**config.mk**
```make
export PLATFORM = sky130hd
export DESIGN_NAME = char_lcd_nibble_writer
export DESIGN_NICKNAME = d
export VERILOG_FILES = /design/src/rtl/core/cln_pkg.sv /design/src/rtl/core/char_lcd_nibble_writer.sv /design/src/rtl/core/cln_sequencer.sv /design/src/rtl/core/cln_datapath.sv
export SDC_FILE = /design/constraint.sdc
export NUM_CORES = 1
export LEC_CHECK = 0
export ABC_AREA = 0
export ABC_CLOCK_PERIOD_IN_PS = 9350
export CAP_MARGIN = 20
export CORE_MARGIN = 10
export CORE_UTILIZATION = 60
export DETAILED_ROUTE_END_ITERATION = 8
export DONT_BUFFER_PORTS = 1
export HOLD_SLACK_MARGIN = 0.05
export PLACE_DENSITY = 0.8
export SYNTH_ARGS = -nofsm -noshare
export SYNTH_HDL_FRONTEND = slang
export SYNTH_HIERARCHICAL = 1
export SYNTH_SLANG_ARGS = --single-unit
```
**constraint.sdc**
```tcl
create_clock -name clk -period 9.35 [get_ports clk]
set_input_delay 0.4675 -clock clk [delete_from_list [all_inputs] [get_ports clk]]
set_output_delay 0.4675 -clock clk [all_outputs]
set_load 0.05 [all_outputs]
```
**src/rtl/core/cln_pkg.sv**
```systemverilog
// Shared types, constants and the control store for the character LCD nibble writer.
// Used by cln_sequencer, cln_datapath and char_lcd_nibble_writer; depends on nothing.

package cln_pkg;

	// Default depth of the digit stack
	localparam int MAX_DIGITS_DEF = 10;

	// Byte constants for the display controller
	localparam logic [7:0] SET_DDRAM_CMD = 8'h80;
	localparam logic [7:0] ROW1_OFFSET   = 8'h40;
	localparam logic [7:0] MINUS_CHAR    = 8'h2D;
	localparam logic [3:0] DIGIT_HI      = 4'h3;   // ASCII '0' is 0x30
	localparam logic [7:0] ROW_MAX       = 8'd1;
	localparam logic [7:0] COL_MAX       = 8'd15;

	// ceil(2^35 / 10): q = (x * RECIP10) >> 35 is exact for all 32-bit x
	localparam logic [31:0] RECIP10      = 32'hCCCC_CCCD;
	localparam int          RECIP_SHIFT  = 35;

	typedef enum logic [1:0] {
		FUNC_CMD    = 2'd0,
		FUNC_CHAR   = 2'd1,
		FUNC_CURSOR = 2'd2,
		FUNC_NUMBER = 2'd3
	} func_t;

	// Byte source for an emit step
	typedef enum logic [1:0] {
		SRC_CODE   = 2'd0,
		SRC_CURSOR = 2'd1,
		SRC_MINUS  = 2'd2,
		SRC_DIGIT  = 2'd3
	} src_t;

	// Datapath action of a step
	typedef enum logic [2:0] {
		ACT_NONE     = 3'd0,
		ACT_LOAD_MAG = 3'd1,
		ACT_MUL      = 3'd2,
		ACT_DIV      = 3'd3,
		ACT_POP      = 3'd4
	} act_t;

	// How the last flag of an emitted nibble is formed
	typedef enum logic [1:0] {
		LAST_NEVER   = 2'd0,
		LAST_ALWAYS  = 2'd1,
		LAST_IF_DONE = 2'd2
	} last_t;

	// Jump condition of a step
	typedef enum logic [2:0] {
		COND_NEXT       = 3'd0,
		COND_ALWAYS     = 3'd1,
		COND_DISPATCH   = 3'd2,
		COND_POSITIVE   = 3'd3,
		COND_CURSOR_BAD = 3'd4,
		COND_MORE       = 3'd5,
		COND_NOT_DONE   = 3'd6
	} cond_t;

	typedef logic [3:0] step_t;

	// Program addresses
	localparam step_t STEP_IDLE      = 4'd0;
	localparam step_t STEP_CMD_HI    = 4'd1;
	localparam step_t STEP_CMD_LO    = 4'd2;
	localparam step_t STEP_CHAR_HI   = 4'd3;
	localparam step_t STEP_CHAR_LO   = 4'd4;
	localparam step_t STEP_CUR_CHK   = 4'd5;
	localparam step_t STEP_CUR_HI    = 4'd6;
	localparam step_t STEP_CUR_LO    = 4'd7;
	localparam step_t STEP_NUM_LOAD  = 4'd8;
	localparam step_t STEP_MINUS_HI  = 4'd9;
	localparam step_t STEP_MINUS_LO  = 4'd10;
	localparam step_t STEP_DIV_MUL   = 4'd11;
	localparam step_t STEP_DIV_STORE = 4'd12;
	localparam step_t STEP_DIGIT_HI  = 4'd13;
	localparam step_t STEP_DIGIT_LO  = 4'd14;
	localparam step_t STEP_DONE      = 4'd15;

	// One control word
	typedef struct packed {
		logic  wait_in;
		logic  emit;
		logic  hi;
		logic  rs;
		src_t  src;
		act_t  act;
		last_t last_mode;
		cond_t cond;
		step_t target;
	} ucode_t;

	// Sequencer to datapath
	typedef struct packed {
		logic  fire;
		logic  load_in;
		logic  emit;
		logic  hi;
		logic  rs;
		src_t  src;
		act_t  act;
		last_t last_mode;
	} ctrl_t;

	// Datapath to sequencer
	typedef struct packed {
		logic slot_free;
		logic neg;
		logic cursor_bad;
		logic more;
		logic one_left;
	} status_t;

	function automatic ucode_t mk_word(logic wait_in, logic emit, logic hi, logic rs,
			src_t src, act_t act, last_t last_mode, cond_t cond, step_t target);
		ucode_t w;
		w.wait_in   = wait_in;
		w.emit      = emit;
		w.hi        = hi;
		w.rs        = rs;
		w.src       = src;
		w.act       = act;
		w.last_mode = last_mode;
		w.cond      = cond;
		w.target    = target;
		return w;
	endfunction

	// Control store
	function automatic ucode_t ucode_rom(step_t step);
		ucode_t w;
		unique case (step)
			STEP_IDLE:      w = mk_word(1'b1, 1'b0, 1'b0, 1'b0, SRC_CODE, ACT_NONE,
					LAST_NEVER, COND_DISPATCH, STEP_IDLE);
			STEP_CMD_HI:    w = mk_word(1'b0, 1'b1, 1'b1, 1'b0, SRC_CODE, ACT_NONE,
					LAST_NEVER, COND_NEXT, STEP_IDLE);
			STEP_CMD_LO:    w = mk_word(1'b0, 1'b1, 1'b0, 1'b0, SRC_CODE, ACT_NONE,
					LAST_ALWAYS, COND_ALWAYS, STEP_IDLE);
			STEP_CHAR_HI:   w = mk_word(1'b0, 1'b1, 1'b1, 1'b1, SRC_CODE, ACT_NONE,
					LAST_NEVER, COND_NEXT, STEP_IDLE);
			STEP_CHAR_LO:   w = mk_word(1'b0, 1'b1, 1'b0, 1'b1, SRC_CODE, ACT_NONE,
					LAST_ALWAYS, COND_ALWAYS, STEP_IDLE);
			STEP_CUR_CHK:   w = mk_word(1'b0, 1'b0, 1'b0, 1'b0, SRC_CURSOR, ACT_NONE,
					LAST_NEVER, COND_CURSOR_BAD, STEP_IDLE);
			STEP_CUR_HI:    w = mk_word(1'b0, 1'b1, 1'b1, 1'b0, SRC_CURSOR, ACT_NONE,
					LAST_NEVER, COND_NEXT, STEP_IDLE);
			STEP_CUR_LO:    w = mk_word(1'b0, 1'b1, 1'b0, 1'b0, SRC_CURSOR, ACT_NONE,
					LAST_ALWAYS, COND_ALWAYS, STEP_IDLE);
			STEP_NUM_LOAD:  w = mk_word(1'b0, 1'b0, 1'b0, 1'b1, SRC_MINUS, ACT_LOAD_MAG,
					LAST_NEVER, COND_POSITIVE, STEP_DIV_MUL);
			STEP_MINUS_HI:  w = mk_word(1'b0, 1'b1, 1'b1, 1'b1, SRC_MINUS, ACT_NONE,
					LAST_NEVER, COND_NEXT, STEP_IDLE);
			STEP_MINUS_LO:  w = mk_word(1'b0, 1'b1, 1'b0, 1'b1, SRC_MINUS, ACT_NONE,
					LAST_NEVER, COND_NEXT, STEP_IDLE);
			STEP_DIV_MUL:   w = mk_word(1'b0, 1'b0, 1'b0, 1'b1, SRC_DIGIT, ACT_MUL,
					LAST_NEVER, COND_NEXT, STEP_IDLE);
			STEP_DIV_STORE: w = mk_word(1'b0, 1'b0, 1'b0, 1'b1, SRC_DIGIT, ACT_DIV,
					LAST_NEVER, COND_MORE, STEP_DIV_MUL);
			STEP_DIGIT_HI:  w = mk_word(1'b0, 1'b1, 1'b1, 1'b1, SRC_DIGIT, ACT_NONE,
					LAST_NEVER, COND_NEXT, STEP_IDLE);
			STEP_DIGIT_LO:  w = mk_word(1'b0, 1'b1, 1'b0, 1'b1, SRC_DIGIT, ACT_POP,
					LAST_IF_DONE, COND_NOT_DONE, STEP_DIGIT_HI);
			STEP_DONE:      w = mk_word(1'b0, 1'b0, 1'b0, 1'b0, SRC_CODE, ACT_NONE,
					LAST_NEVER, COND_ALWAYS, STEP_IDLE);
		endcase
		return w;
	endfunction

	// Entry point of each request kind
	function automatic step_t dispatch_step(func_t func);
		step_t s;
		unique case (func)
			FUNC_CMD:    s = STEP_CMD_HI;
			FUNC_CHAR:   s = STEP_CHAR_HI;
			FUNC_CURSOR: s = STEP_CUR_CHK;
			FUNC_NUMBER: s = STEP_NUM_LOAD;
		endcase
		return s;
	endfunction

endpackage

```
**src/rtl/core/char_lcd_nibble_writer.sv**
```systemverilog
// Top level of the character LCD nibble writer.
// Depends on cln_pkg, cln_sequencer and cln_datapath.

// Turns one request (command byte, character byte, cursor move or signed
// integer) into the 4-bit transfers of a two-line character LCD, high nibble
// first, with reg_select 0 for commands and 1 for data and last set on the
// final nibble of the request. A cursor move outside rows 0..1 or columns
// 0..15 produces no transfer. A 16-step microprogram walks each request, one
// step per cycle while no step stalls for the output slot. A number sends a
// minus sign first if negative, then runs a divide-by-ten loop (multiply
// step, then store step, per digit) before its digit nibbles go out through
// the output register, which holds one nibble until it is taken. The
// sequencer is back at its idle step, ready for the next request, once it
// has handed the final nibble of the previous one to the output register
// (for a number, after a closing step), even while that nibble still waits
// to be taken.

module char_lcd_nibble_writer #(
	parameter int MAX_DIGITS = cln_pkg::MAX_DIGITS_DEF
) (
	input  logic               clk,
	input  logic               arst_n,
	input  logic               in_valid,
	output logic               in_ready,
	input  logic [1:0]         func,
	input  logic [7:0]         code,
	input  logic signed [31:0] number,
	input  logic [7:0]         row,
	input  logic [7:0]         col,
	output logic               out_valid,
	input  logic               out_ready,
	output logic               reg_select,
	output logic [3:0]         nibble,
	output logic               last
);

	cln_pkg::ctrl_t   ctrl;
	cln_pkg::status_t status;

	// Control sequencer
	cln_sequencer u_seq (
		.clk      (clk),
		.arst_n   (arst_n),
		.in_valid (in_valid),
		.func     (func),
		.status   (status),
		.in_ready (in_ready),
		.ctrl     (ctrl)
	);

	// Datapath and output register
	cln_datapath #(
		.MAX_DIGITS (MAX_DIGITS)
	) u_dp (
		.clk        (clk),
		.arst_n     (arst_n),
		.ctrl       (ctrl),
		.code       (code),
		.number     (number),
		.row        (row),
		.col        (col),
		.out_ready  (out_ready),
		.status     (status),
		.out_valid  (out_valid),
		.reg_select (reg_select),
		.nibble     (nibble),
		.last       (last)
	);

endmodule

```
**src/rtl/core/cln_sequencer.sv**
```systemverilog
// Step counter and control store walk for the character LCD nibble writer.
// Depends on cln_pkg (control store, step codes, control and status structs).

module cln_sequencer (
	input  logic             clk,
	input  logic             arst_n,
	input  logic             in_valid,
	input  logic [1:0]       func,
	input  cln_pkg::status_t status,
	output logic             in_ready,
	output cln_pkg::ctrl_t   ctrl
);

	cln_pkg::step_t  step_q;
	cln_pkg::step_t  step_d;
	cln_pkg::ucode_t word;
	logic            stall;
	logic            taken;

	assign word = cln_pkg::ucode_rom(step_q);

	// A step holds while it waits for a request or for the output slot
	assign stall = (word.wait_in && !in_valid) || (word.emit && !status.slot_free);

	// Jump condition
	always_comb begin
		unique case (word.cond)
			cln_pkg::COND_NEXT:       taken = 1'b0;
			cln_pkg::COND_ALWAYS:     taken = 1'b1;
			cln_pkg::COND_DISPATCH:   taken = 1'b1;
			cln_pkg::COND_POSITIVE:   taken = !status.neg;
			cln_pkg::COND_CURSOR_BAD: taken = status.cursor_bad;
			cln_pkg::COND_MORE:       taken = status.more;
			cln_pkg::COND_NOT_DONE:   taken = !status.one_left;
			default:                  taken = 1'b0;
		endcase
	end

	// Next step
	always_comb begin
		priority if (stall) begin
			step_d = step_q;
		end else if (word.cond == cln_pkg::COND_DISPATCH) begin
			step_d = cln_pkg::dispatch_step(cln_pkg::func_t'(func));
		end else if (taken) begin
			step_d = word.target;
		end else begin
			step_d = step_q + 4'd1;
		end
	end

	always_ff @(posedge clk or negedge arst_n) begin
		if (!arst_n) begin
			step_q <= cln_pkg::STEP_IDLE;
		end else begin
			step_q <= step_d;
		end
	end

	// Outputs to the datapath
	always_comb begin
		in_ready       = (step_q == cln_pkg::STEP_IDLE);
		ctrl.fire      = !stall;
		ctrl.load_in   = word.wait_in && in_valid;
		ctrl.emit      = word.emit;
		ctrl.hi        = word.hi;
		ctrl.rs        = word.rs;
		ctrl.src       = word.src;
		ctrl.act       = word.act;
		ctrl.last_mode = word.last_mode;
	end

endmodule

```
**src/rtl/core/cln_datapath.sv**
```systemverilog
// Request registers, divide-by-ten digit unit, digit stack and output register.
// Depends on cln_pkg (constants, control and status structs).

module cln_datapath #(
	parameter int MAX_DIGITS = cln_pkg::MAX_DIGITS_DEF
) (
	input  logic               clk,
	input  logic               arst_n,
	input  cln_pkg::ctrl_t     ctrl,
	input  logic [7:0]         code,
	input  logic signed [31:0] number,
	input  logic [7:0]         row,
	input  logic [7:0]         col,
	input  logic               out_ready,
	output cln_pkg::status_t   status,
	output logic               out_valid,
	output logic               reg_select,
	output logic [3:0]         nibble,
	output logic               last
);

	localparam int CNT_W = $clog2(MAX_DIGITS + 1);
	localparam int IDX_W = (MAX_DIGITS > 1) ? $clog2(MAX_DIGITS) : 1;

	// Request registers
	logic [7:0]  code_q;
	logic [31:0] num_q;
	logic [7:0]  row_q;
	logic [7:0]  col_q;

	// Digit unit
	logic [31:0]      mag_q;
	logic [63:0]      prod_q;
	logic [CNT_W-1:0] count_q;
	logic [3:0]       digits_q [MAX_DIGITS];
	logic [31:0]      quot;
	logic [31:0]      quot_x10;
	logic [31:0]      rem;
	logic [CNT_W:0]   count_inc;
	logic [CNT_W-1:0] count_m1;
	logic [IDX_W-1:0] rd_idx;
	logic [IDX_W-1:0] wr_idx;

	// Output register
	logic       out_valid_q;
	logic       rs_q;
	logic [3:0] nibble_q;
	logic       last_q;
	logic       slot_free;
	logic [7:0] byte_sel;
	logic [7:0] cursor_byte;
	logic       last_d;

	always_ff @(posedge clk) begin
		if (ctrl.fire && ctrl.load_in) begin
			code_q <= code;
			num_q  <= $unsigned(number);
			row_q  <= row;
			col_q  <= col;
		end
	end

	// Quotient and remainder from the registered product
	assign quot      = {3'b000, prod_q[63:cln_pkg::RECIP_SHIFT]};
	assign quot_x10  = {quot[28:0], 3'b000} + {quot[30:0], 1'b0};
	assign rem       = mag_q - quot_x10;
	assign count_inc = {1'b0, count_q} + (CNT_W + 1)'(1);
	assign count_m1  = count_q - CNT_W'(1);
	assign rd_idx    = count_m1[IDX_W-1:0];
	assign wr_idx    = count_q[IDX_W-1:0];

	always_ff @(posedge clk) begin
		if (ctrl.fire) begin
			unique case (ctrl.act)
				cln_pkg::ACT_LOAD_MAG: mag_q <= num_q[31] ? (32'd0 - num_q) : num_q;
				cln_pkg::ACT_MUL:      prod_q <= mag_q * cln_pkg::RECIP10;
				cln_pkg::ACT_DIV: begin
					mag_q            <= quot;
					digits_q[wr_idx] <= rem[3:0];
				end
				default: ;
			endcase
		end
	end

	// Digit count
	always_ff @(posedge clk or negedge arst_n) begin
		if (!arst_n) begin
			count_q <= '0;
		end else if (ctrl.fire) begin
			unique case (ctrl.act)
				cln_pkg::ACT_LOAD_MAG: count_q <= '0;
				cln_pkg::ACT_DIV:      count_q <= count_inc[CNT_W-1:0];
				cln_pkg::ACT_POP:      count_q <= count_m1;
				default: ;
			endcase
		end
	end

	// Byte for the current emit step
	assign cursor_byte = cln_pkg::SET_DDRAM_CMD
		| (row_q[0] ? cln_pkg::ROW1_OFFSET : 8'h00) | {4'h0, col_q[3:0]};

	always_comb begin
		unique case (ctrl.src)
			cln_pkg::SRC_CODE:   byte_sel = code_q;
			cln_pkg::SRC_CURSOR: byte_sel = cursor_byte;
			cln_pkg::SRC_MINUS:  byte_sel = cln_pkg::MINUS_CHAR;
			cln_pkg::SRC_DIGIT:  byte_sel = {cln_pkg::DIGIT_HI, digits_q[rd_idx]};
		endcase
	end

	always_comb begin
		unique case (ctrl.last_mode)
			cln_pkg::LAST_ALWAYS:  last_d = 1'b1;
			cln_pkg::LAST_IF_DONE: last_d = (count_q == CNT_W'(1));
			default:               last_d = 1'b0;
		endcase
	end

	assign slot_free = !out_valid_q || out_ready;

	always_ff @(posedge clk or negedge arst_n) begin
		if (!arst_n) begin
			out_valid_q <= 1'b0;
		end else if (ctrl.fire && ctrl.emit) begin
			out_valid_q <= 1'b1;
		end else if (out_ready) begin
			out_valid_q <= 1'b0;
		end
	end

	always_ff @(posedge clk) begin
		if (ctrl.fire && ctrl.emit) begin
			rs_q     <= ctrl.rs;
			nibble_q <= ctrl.hi ? byte_sel[7:4] : byte_sel[3:0];
			last_q   <= last_d;
		end
	end

	assign out_valid  = out_valid_q;
	assign reg_select = rs_q;
	assign nibble     = nibble_q;
	assign last       = last_q;

	// Status back to the sequencer
	always_comb begin
		status.slot_free  = slot_free;
		status.neg        = num_q[31];
		status.cursor_bad = (row_q > cln_pkg::ROW_MAX) || (col_q > cln_pkg::COL_MAX);
		status.more       = (quot != 32'd0) && (count_inc < (CNT_W + 1)'(MAX_DIGITS));
		status.one_left   = (count_q == CNT_W'(1));
	end

`ifndef SYNTHESIS
	a_count_bound: assert property (@(posedge clk) disable iff (!arst_n)
		count_q <= CNT_W'(MAX_DIGITS))
		else $error("digit count beyond stack depth");

	a_digit_pop_nonempty: assert property (@(posedge clk) disable iff (!arst_n)
		(ctrl.fire && ctrl.emit && ctrl.src == cln_pkg::SRC_DIGIT) |-> (count_q != '0))
		else $error("digit emitted from empty stack");

	a_div_after_mul: assert property (@(posedge clk) disable iff (!arst_n)
		(ctrl.fire && ctrl.act == cln_pkg::ACT_DIV)
		|-> $past(ctrl.fire && ctrl.act == cln_pkg::ACT_MUL))
		else $error("digit store without fresh product");
`endif

endmodule
```
Word level (Yosys, flattened, before mapping)
Memories as Yosys holds them, arrays and structs flattened.
Index checks and enable logic that the tools add are counted.
- register bits: 167
- memory bits (writable): 40
- ROM bits: 288
- bits of input ports: 62
- word-level logic and storage cells: 87
- memories kept: 2
- memories (memory ; words ; bits a word ; rd ports ; clocked after memory_dff ; wr ports ; line ; text):
    (no name shown) ; 16 ; 18 ; 1 ; 0 ; 0 ; cln_pkg.sv:135 ; unique case (step)
    u_dp.digits_q ; 10 ; 4 ; 1 ; 0 ; 1 ; cln_datapath.sv:35 ; logic [3:0] digits_q [MAX_DIGITS];
- add/subtract/negate cells: 6
- multiply operators: 1
- magnitude comparators: 3
- equality and inequality tests: 19
- multiplexer cells: 16
- bitwise logic cells: 2
- reductions and logical operators: 26
- operator list (operator ; number):
    $mul A32 B32 Y64 const B ; 1
    $pmux W32 S2 ; 1
    $mux W32 ; 1
    $pmux W8 S4 ; 1
    $reduce_bool A32 Y1 ; 1
    $sub A1 B32 Y32 const A ; 1
    $pmux W4 S4 ; 1
    $eq A3 B2 Y1 const B ; 4
    $eq A3 B3 Y1 const B ; 4
    $mux W4 ; 3
    $pmux W4 S3 ; 1
    $eq A2 B2 Y1 const B ; 5
    $gt A8 B1 Y1 const B ; 1
    $gt A8 B4 Y1 const B ; 1
    $or A8 B4 Y8 ; 1
    $mux W7 ; 1
    $eq A2 B1 Y1 const B ; 3
    $eq A3 B1 Y1 const B ; 2
    $logic_and A1 B1 Y1 ; 6
    $logic_not A1 Y1 ; 6
    $reduce_and A2 Y1 ; 3
    $add A4 B1 Y5 const B ; 1
    $lt A5 B4 Y1 const B ; 1
    $mux W1 ; 5
    14 further kinds ; 18

Longest topological paths before layout
Gate-level depths: netlist (run 1).
- depth in word-level cells: 8
- depth in mapped cells: 24
- gate-level depth less buffers: 24

Hierarchy
The synthesis (run 1) kept the hierarchy.
- by module, submodules not included (module ; instances ; cells each ; area an instance (µm²) ; sequential area each (µm²)):
    cln_datapath ; 1 ; 2263 ; 24165.7 ; 5019.8
    cln_sequencer ; 1 ; 97 ; 782.0 ; 100.1

Worst setup path before layout (run 1)
OpenSTA, ideal clock, no wires.
- kind: flip-flop to flip-flop
- start: register u_dp.mag_q[9]
- end: register u_dp.prod_q[62], data pin
- library setup time: 0.256 ns
- arrival: 6.579 ns
- setup slack: 2.515 ns
- stages on the path, launching flop included: 25
- path buffers: 1
- period minus slack after synthesis: 6.835 ns
- path through: edfxtp_1 -> ha_1 -> clkbuf_1 -> xor2_1 -> ha_1 -> a21o_1 -> fa_1 -> inv_1 -> fa_1 -> inv_1 -> fa_1 -> fa_1 -> fa_1 -> inv_1 -> fa_1 -> inv_1 -> ha_1 -> a211oi_1 -> nor2_1 -> a2111oi_0 -> nor2_1 -> o31ai_1 -> nand2_1 -> o21a_1 -> o211a_1
- longest elaborated chain between the ends: 1
- ends and longest elaborated chain (item ; line ; text):
    start: declaration ; cln_datapath.sv:32 ; logic [31:0] mag_q;
    start signal: assignment ; cln_datapath.sv:75 ; cln_pkg::ACT_LOAD_MAG: mag_q <= num_q[31] ? (32'd0 - num_q) : num_q;
    start signal: assignment ; cln_datapath.sv:78 ; mag_q <= quot;
    $mul A32 B32 Y64 ; cln_datapath.sv:76 ; cln_pkg::ACT_MUL: prod_q <= mag_q * cln_pkg::RECIP10;
    end signal: assignment ; cln_datapath.sv:76 ;
    end: declaration ; cln_datapath.sv:33 ; logic [63:0] prod_q;
No other way between the ends.
A chain may end at the register's enable or synchronous reset.

Worst setup path after layout (run 1)
- start: register u_dp.mag_q[21]
- end: register u_dp.prod_q[59], data pin
Same word-level chain as after synthesis.

==> PnR_summary.wiki, run 1 <==
{| class="wikitable"
! Metric !! Value
|-
| Outcome || finished clean
|-
| Crit path launch || u_dp/mag_q[21]$_DFFE_PP_
|-
| Number of synthesized register bits || 172
|-
| Critical Path Source Type || flip-flop
|-
| Top cell type by total area after synthesis || sky130_fd_sc_hd__fa_1
|-
| Number of buffers added to fix hold violations after cts || 1
|-
| Post-cts sizing count || 0
|-
| Routed length per placed instance || 23.01 um
|-
| Buffers on Ports || 0
|-
| Nets || 3,157
|-
| Final weighted congestion in routability-driven placement || roughly 1.0
|-
| Die Footprint || 50,140 um2
|-
| Reg-to-reg setup timing slack || 900 ps
|-
| Most frequent cell after synthesis || sky130_fd_sc_hd__inv_1
|-
| Post-layout worst setup margin || between 800 and 900 ps
|-
| Post-CTS Setup Bufs || 0
|-
| Routed wire length || roughly 66,000 um
|-
| Number of maximum-capacitance violations || 0
|-
| Core area || 41,020 um2
|-
| Antenna violations before repair || 1
|-
| Number of slew-limit violations in the final report || 0
|-
| Total number of vias || 17,040
|-
| Top_reg_cell synth || sky130_fd_sc_hd__edfxtp_1
|-
| Total routing usage reported by global routing || 27.44%
|-
| Number of failing hold endpoints at the final stage || 0
|-
| Number of distinct library cell variants in the gate-level netlist after synthesis || 77
|-
| Clk sink count || 172
|-
| H-tree levels || 4
|-
| Chip Width || 223.9 um
|-
| Achievable Freq || 0.1183 GHz
|-
| Layout-stage area growth over the synthesis result || 4.449%
|-
| Portion of synthesized cell area occupied by the leading cell type || 30.97%
|-
| CTS tree || built
|-
| Max Clock Skew || 15.35 ps
|-
| Placement Rows || 74
|-
| Routed vias/inst || 5.900
|-
| Fraction of the cycle the final worst path needs || 90.41%
|-
| Critical Path End || u_dp/prod_q[59]$_DFFE_PP_
|-
| Inserted Diodes || 0
|-
| Iteration-0 DRC Markers || about 1,600
|-
| Signal arrival time at the worst endpoint || 8640 ps
|-
| Top cell types by occurrence after synthesis || sky130_fd_sc_hd__inv_1, sky130_fd_sc_hd__fa_1, sky130_fd_sc_hd__ha_1
|-
| Post-synthesis sequential area ratio || 20.52%
|-
| Number of enable-type register cells in the synthesized netlist || 163
|-
| Worst reg2reg path startpoint || u_dp/mag_q[21]$_DFFE_PP_
|-
| Number of global-route vias before repair || approximately 18,000
|-
| Critical R2R Capture || u_dp/prod_q[59]$_DFFE_PP_
|-
| Wire length of the first global-routing pass || 104,900 um
|-
| Root buffer cell || sky130_fd_sc_hd__clkbuf_16
|-
| Starting Density || approximately three fifths
|-
| Detail Placement HPWL || around 57,000 um
|-
| DRC errors left || 0
|-
| Post-Syn Area per Cell || 10.57 um2
|-
| Main area contributors after synthesis || sky130_fd_sc_hd__fa_1, sky130_fd_sc_hd__edfxtp_1, sky130_fd_sc_hd__ha_1
|-
| Required arrival time at the worst endpoint || 9540 ps
|-
| First-pass detailed-route iteration total || 6
|-
| Aggregate global routing overflow || 0
|-
| Post-route setup TNS || 0 ps
|-
| Fraction of layout instances using a drive strength above 1 || between 3 and 4%
|-
| Latest clock arrival within the worst-skew pair || 450 ps
|-
| Slew @ Worst Pin || between 900 and 1000 ps
|-
| Async set or reset register ratio after synthesis || 5.233%
|-
| Worst Setup End Kind || flip-flop
|-
| Final min period || 8453 ps
|-
| Worst max-slew margin expressed relative to the limit || 33.35%
|-
| Setup repair after global routing missed its margin || no
|-
| TritonCTS Buffers || 17
|-
| Largest net degree at the start of global routing || 64
|-
| Kind of critical path || reg -> reg
|-
| CTS clk-pin slew, worst paths || 80 ps
|-
| Post-synth design cell area || 24,950 um2
|-
| Type of the worst min-delay path || in -> reg
|-
| Synthesized netlist net count || 3,174
|-
| Die height || 223.9 um
|-
| Worst reg2reg path depth || 21
|-
| Buffer depth of the longest clock path || 2
|-
| Top-level port count || 70
|-
| Cells after synthesis || 2,360
|-
| Remaining antenna violation count || 0
|-
| Yosys warnings || 6
|-
| Place WS || 1092 ps
|-
| Setup-failing EPs final || 0
|-
| Highest net fanout along the worst path || 9
|}
state kept, by name, summed over array words and instances, names as in the netlist:
register / count
u_dp/col_q: 8
u_dp/num_q: 32
u_dp/mag_q: 32
u_dp/count_q: 4
u_dp/digits_q: 40
u_dp/out_valid: 1
u_dp/nibble: 4
u_dp/row_q: 8
u_dp/code_q: 8
u_dp/reg_select: 1
u_seq/step_q: 4
u_dp/prod_q: 29
u_dp/last: 1
placed cells by master (no fill, tap or decap), types with 16 or more instances in the layout:
| master | netlist | routed |
|---|---|---|
| sky130_fd_sc_hd__a21o_1 | 39 | 39 |
| sky130_fd_sc_hd__nor4_1 | 16 | 16 |
| sky130_fd_sc_hd__and2_1 | 24 | 22 |
| sky130_fd_sc_hd__ha_1 | 366 | 366 |
| sky130_fd_sc_hd__clkbuf_16 | 0 | 17 |
| sky130_fd_sc_hd__nand2_1 | 125 | 125 |
| sky130_fd_sc_hd__inv_1 | 603 | 603 |
| sky130_fd_sc_hd__a21oi_1 | 95 | 95 |
| sky130_fd_sc_hd__o21ai_0 | 86 | 86 |
| sky130_fd_sc_hd__fa_1 | 386 | 386 |
| sky130_fd_sc_hd__nor2_1 | 45 | 45 |
| sky130_fd_sc_hd__xnor2_1 | 40 | 40 |
| sky130_fd_sc_hd__edfxtp_1 | 163 | 163 |
| sky130_fd_sc_hd__nand3_1 | 20 | 20 |
| sky130_fd_sc_hd__xor2_1 | 72 | 72 |
| sky130_fd_sc_hd__nor3_1 | 19 | 18 |
cell families (layout without fill, tap and decap cells):
group | after synthesis | count (layout) | synth area share (%)
AOI/OAI and AO/OA | 327 | 327 | 8.265
xor gates and xnor gates | 112 | 112 | 3.932
adders and majority gates | 752 | 752 | 49.33
buffers and inverters | 646 | 642 | 9.945
DFF | 172 | 172 | 20.52
muxes | 24 | 24 | 1.374
and+or+nand+nor | 327 | 327 | 6.630
critical path, cell delays in order (launching register included):
cell and delay, ps:
sky130_fd_sc_hd__edfxtp_1 580, sky130_fd_sc_hd__ha_1 650, sky130_fd_sc_hd__ha_1 360, sky130_fd_sc_hd__fa_1 540
sky130_fd_sc_hd__inv_1 70, sky130_fd_sc_hd__fa_1 540, sky130_fd_sc_hd__inv_1 80, sky130_fd_sc_hd__fa_1 520
sky130_fd_sc_hd__fa_1 550, sky130_fd_sc_hd__fa_1 550, sky130_fd_sc_hd__inv_1 50, sky130_fd_sc_hd__fa_1 540
sky130_fd_sc_hd__inv_1 90, sky130_fd_sc_hd__ha_1 370, sky130_fd_sc_hd__a21oi_1 200, sky130_fd_sc_hd__o21ai_0 110
sky130_fd_sc_hd__a2111oi_0 640, sky130_fd_sc_hd__nor2_1 190, sky130_fd_sc_hd__o31ai_1 550, sky130_fd_sc_hd__nand2_1 380
sky130_fd_sc_hd__a2111oi_0 540, sky130_fd_sc_hd__a311oi_1 80
layer usage:
layer / vias up / GRT usage (%) / wire length, um
li1: 7598 / - / -
met1: 8459 / 35.31 / 26540
met2: 828 / 43.43 / 30630
met3: 152 / 7.604 / 6445
met4: 2 / 10.79 / 2835
met5: - / 0 / 12
area by class of cell:
class / count / area, um2
Multi-Input combinational cell: 1542 / 17350
Fill cell: 3230 / 14960
Sequential cell: 172 / 5120
Inverter: 603 / 2263
Tap cell: 532 / 665.6
Clock buffer: 17 / 425.4
Clock inverter: 15 / 166.4
Timing Repair Buffer: 7 / 62.56
through the flow:
stage	cells	area [um2]	hold slack, ps	util [%]
detailed placement	2852	25430	172.2	61.99
floorplan	2360	24950	171.9	-
finish	2888	26060	105.9	63.53
global placement	2852	25430	172.2	61.99
global route	2888	26060	87.28	63.53
CTS	2885	26030	93.56	63.46
worst min-delay path by stage:
stage / startpoint / end / slack, ps / cells past startpoint
floorplan: arst_n / u_dp/count_q[0]$_DFFE_PN0P_ / 170 / 0
global placement: arst_n / u_dp/out_valid$_DFFE_PN0P_ / 170 / 0
detailed placement: arst_n / u_dp/out_valid$_DFFE_PN0P_ / 170 / 0
CTS: number[26] / u_dp/num_q[26]$_DFFE_PP_ / 90 / 0
global route: col[2] / u_dp/col_q[2]$_DFFE_PP_ / 90 / 0
finish: number[26] / u_dp/num_q[26]$_DFFE_PP_ / 110 / 0
Power of run 1 is not shown: default switching activity piles up to over one toggle a cycle in this logic, so the estimate is an artifact.
==> inputs of run 2 (changes only) <==
--- a/config.mk
+++ b/config.mk
@@ -5,7 +5,7 @@
 export SDC_FILE = /design/constraint.sdc
 export NUM_CORES = 1
 export LEC_CHECK = 0
-export ABC_AREA = 0
+export ABC_AREA = 1
 export ABC_CLOCK_PERIOD_IN_PS = 9350
 export CAP_MARGIN = 20
 export CORE_MARGIN = 10
==> run 2 against run 1 <==
  * Register-to-register slack improved by 1300 ps
  * Non-clock buffer count decreased by 2
  * Synthesized area increased by 8.3%
  * Critical path depth increased by 4
==> PnR_summary.wiki, run 2 <==
{| class="wikitable"
! Metric !! Value
|-
| Outcome || finished clean
|-
| CTS tree || built
|-
| Register with the highest flop count || u_dp/digits_q
|-
| Top_reg_cell synth || sky130_fd_sc_hd__edfxtp_1
|-
| Top cell type by total area after synthesis || sky130_fd_sc_hd__fa_1
|-
| Highest net fanout along the worst path || 5
|-
| Number of maximum-capacitance violations || 0
|-
| Slew @ Worst Pin || 1041 ps
|-
| TritonCTS Buffers || 17
|-
| Routed vias/inst || between 5 and 6
|-
| Latest clock arrival within the worst-skew pair || 470 ps
|-
| Hold WS || 93.92 ps
|-
| Routed length per placed instance || about 22 um
|-
| Die Footprint || 53,940 um2
|-
| Achievable Freq || 0.1393 GHz
|-
| H-tree levels || 4
|-
| Routed wire length || 82,970 um
|-
| Fraction of the cycle the final worst path needs || 76.79%
|-
| Cells after synthesis || 3,104
|-
| Chip Width || around 230 um
|-
| Antenna violations before repair || 1
|-
| Post-route setup TNS || 0 ps
|-
| Sum of routed wire segments on met1 || 33,510 um
|-
| Yosys warnings || 6
|-
| Aggregate global routing overflow || 0
|-
| Finished layout cell area || 28,340 um2
|-
| Buffers on Ports || 0
|-
| Number of flip-flops in the largest register || 40
|-
| Root buffer cell || sky130_fd_sc_hd__clkbuf_16
|-
| Registers with the most flip-flops || u_dp/digits_q: 40 flops, u_dp/mag_q: 32 flops, u_dp/num_q: 32 flops
|-
| Detail Placement HPWL || 72,910 um
|-
| Nets || 3,917
|-
| Total number of vias || 20,640
|-
| Worst reg2reg path depth || 25
|-
| Final min period || 7180 ps
|-
| Number of global-route vias before repair || 21,550
|-
| Max Clock Skew || 14.26 ps
|-
| Post-synth design cell area || about 27,000 um2
|-
| Worst Setup End Kind || flip-flop
|-
| Signal arrival time at the worst endpoint || 7390 ps
|-
| Main area contributors after synthesis || sky130_fd_sc_hd__fa_1, sky130_fd_sc_hd__edfxtp_1, sky130_fd_sc_hd__ha_1
|-
| Total routing usage reported by global routing || 31.39%
|-
| Highest Signal Layer || met4
|-
| Core area || 44,410 um2
|-
| Remaining antenna violation count || 0
|-
| Most frequent standard cell in the layout excluding fill and tap cells || sky130_fd_sc_hd__inv_1
|-
| Commonest non-fill, non-tap cells in the layout || sky130_fd_sc_hd__inv_1, sky130_fd_sc_hd__nand2_1, sky130_fd_sc_hd__fa_1
|-
| Number of enable-type register cells in the synthesized netlist || 163
|-
| Cell count after placement || 3,674
|-
| Most frequent cell after synthesis || sky130_fd_sc_hd__inv_1
|-
| First-pass detailed-route iteration total || 6
|-
| Number of failing hold endpoints at the final stage || 0
|-
| Clk sink count || 172
|-
| Die height || 232.2 um
|-
| Critical Path Source Type || flip-flop
|-
| Number of distinct library cell variants in the gate-level netlist after synthesis || 48
|-
| Placement Rows || 77
|-
| Top cell types by occurrence after synthesis || sky130_fd_sc_hd__inv_1, sky130_fd_sc_hd__nand2_1, sky130_fd_sc_hd__fa_1
|-
| Async set or reset register ratio after synthesis || roughly 5.2%
|-
| Number of slew-limit violations in the final report || 0
|-
| Required arrival time at the worst endpoint || 9560 ps
|-
| Placed cell areas || 27,670 um2
|-
| Setup repair after global routing missed its margin || no
|-
| Filler-free cell count of the finished design || 3,709
|-
| Post-Syn Area per Cell || 8.707 um2
|-
| Fraction of layout instances using a drive strength above 1 || about 4%
|-
| Buffer depth of the longest clock path || 2
|-
| Layout-stage area growth over the synthesis result || 4.842%
|-
| Type of the worst min-delay path || in -> reg
|-
| CTS clk-pin slew, worst paths || 80 ps
|-
| Post-synthesis sequential area ratio || 18.94%
|-
| Post-CTS Setup Bufs || 0
|-
| Portion of synthesized cell area occupied by the leading cell type || 28.59%
|-
| Worst max-slew margin expressed relative to the limit || 30.61%
|-
| Setup-failing EPs final || 0
|-
| Wire length on met3 || between 6000 and 7000 um
|-
| Final weighted congestion in routability-driven placement || 1.008
|-
| Largest net degree at the start of global routing || 57
|-
| Iteration-0 DRC Markers || roughly 1,900
|-
| DRC errors left || 0
|-
| Synthesized netlist net count || between 3,000 and 4,000
|-
| Wire length of the first global-routing pass || 125,900 um
|-
| Kind of critical path || reg -> reg
|-
| Number of synthesized register bits || ~170
|-
| Top-level port count || 70
|-
| Detail Route met2 WL || 39,140 um
|-
| Starting Density || a little over 60%
|-
| Hold path cells || 0
|}
-- run 2: what timing repair did --
action                                 CTS  global route
gates resized for setup                  0             0
hold buffers                             1             0
endpoints found under the hold margin    9             0
-- run 2: critical path: stages, from the launching register on --
cell,delay [ps]
sky130_fd_sc_hd__edfxtp_1,630
sky130_fd_sc_hd__ha_1,590
sky130_fd_sc_hd__inv_1,190
sky130_fd_sc_hd__fa_1,540
sky130_fd_sc_hd__inv_1,60
sky130_fd_sc_hd__fa_1,530
sky130_fd_sc_hd__inv_1,60
sky130_fd_sc_hd__fa_1,510
sky130_fd_sc_hd__inv_1,80
sky130_fd_sc_hd__fa_1,580
sky130_fd_sc_hd__fa_1,450
sky130_fd_sc_hd__fa_1,510
sky130_fd_sc_hd__inv_1,50
sky130_fd_sc_hd__fa_1,470
sky130_fd_sc_hd__inv_1,40
sky130_fd_sc_hd__ha_1,290
sky130_fd_sc_hd__a21oi_1,290
sky130_fd_sc_hd__nor2_1,70
sky130_fd_sc_hd__nor2_1,180
sky130_fd_sc_hd__nand2_1,130
sky130_fd_sc_hd__nand2_1,100
sky130_fd_sc_hd__nand2_1,150
sky130_fd_sc_hd__a21oi_1,200
sky130_fd_sc_hd__nand2_1,70
sky130_fd_sc_hd__nand2_1,60
sky130_fd_sc_hd__nand2_1,60
-- run 2: worst paths after layout --
path / startpoint / to / slack (ps)
min: code[4] / u_dp/code_q[4]$_DFFE_PP_ / 90
min in group asynchronous: arst_n / u_dp/out_valid$_DFFE_PN0P_ / 390
max in group asynchronous: arst_n / u_dp/count_q[1]$_DFFE_PN0P_ / 8620
min reg2reg: u_dp/prod_q[60]$_DFFE_PP_ / u_dp/mag_q[25]$_DFFE_PP_ / 560
max: u_dp/mag_q[18]$_DFFE_PP_ / u_dp/prod_q[61]$_DFFE_PP_ / 2170
max reg2reg: u_dp/mag_q[18]$_DFFE_PP_ / u_dp/prod_q[61]$_DFFE_PP_ / 2170
-- run 2: cell type report --
class                   count  area [um2]
repair buffers              5       52.55
multi-input cells        2041       18530
clock buffers              17       425.4
fillers                  3754       16080
diodes                      1       2.502
well taps                 592       740.7
clock inverters            15       210.2
flip-flops and latches    172        5120
inverters                 866        3251
-- run 2: metal layers --
metal,vias up,GRT usage (%)
met5,-,0
met4,0,12.33
met3,208,6.780
met2,908,51.17
met1,10020,40.19
li1,9502,-
-- run 2: cells by family (layout without fill, tap and decap cells) --
| group | after synthesis | after routing | synth area share, % |
|---|---|---|---|
| AO/OA/AOI/OAI | 239 | 239 | 4.912 |
| XOR/XNOR | 73 | 73 | 2.393 |
| adder cells (fa/ha/maj) | 752 | 752 | 45.53 |
| buffers and inverters | 891 | 903 | 12.53 |
| flip-flops | 172 | 172 | 18.94 |
| multiplexers | 1 | 1 | 0.03704 |
| other | 0 | 1 | 0 |
| AND/OR/NAND/NOR | 976 | 976 | 15.65 |
-- run 2: per-stage QoR --
stage | utilization, % | worst slack, ps
4_1_cts | 63.75 | 2242
5_1_grt | 63.79 | 1950
2_1_floorplan | - | 3300
3_5_place_dp | 62.30 | 2280
3_3_place_gp | 62.30 | 2338
6_report | 63.80 | 2170
Power of run 2 is left out for the same reason.
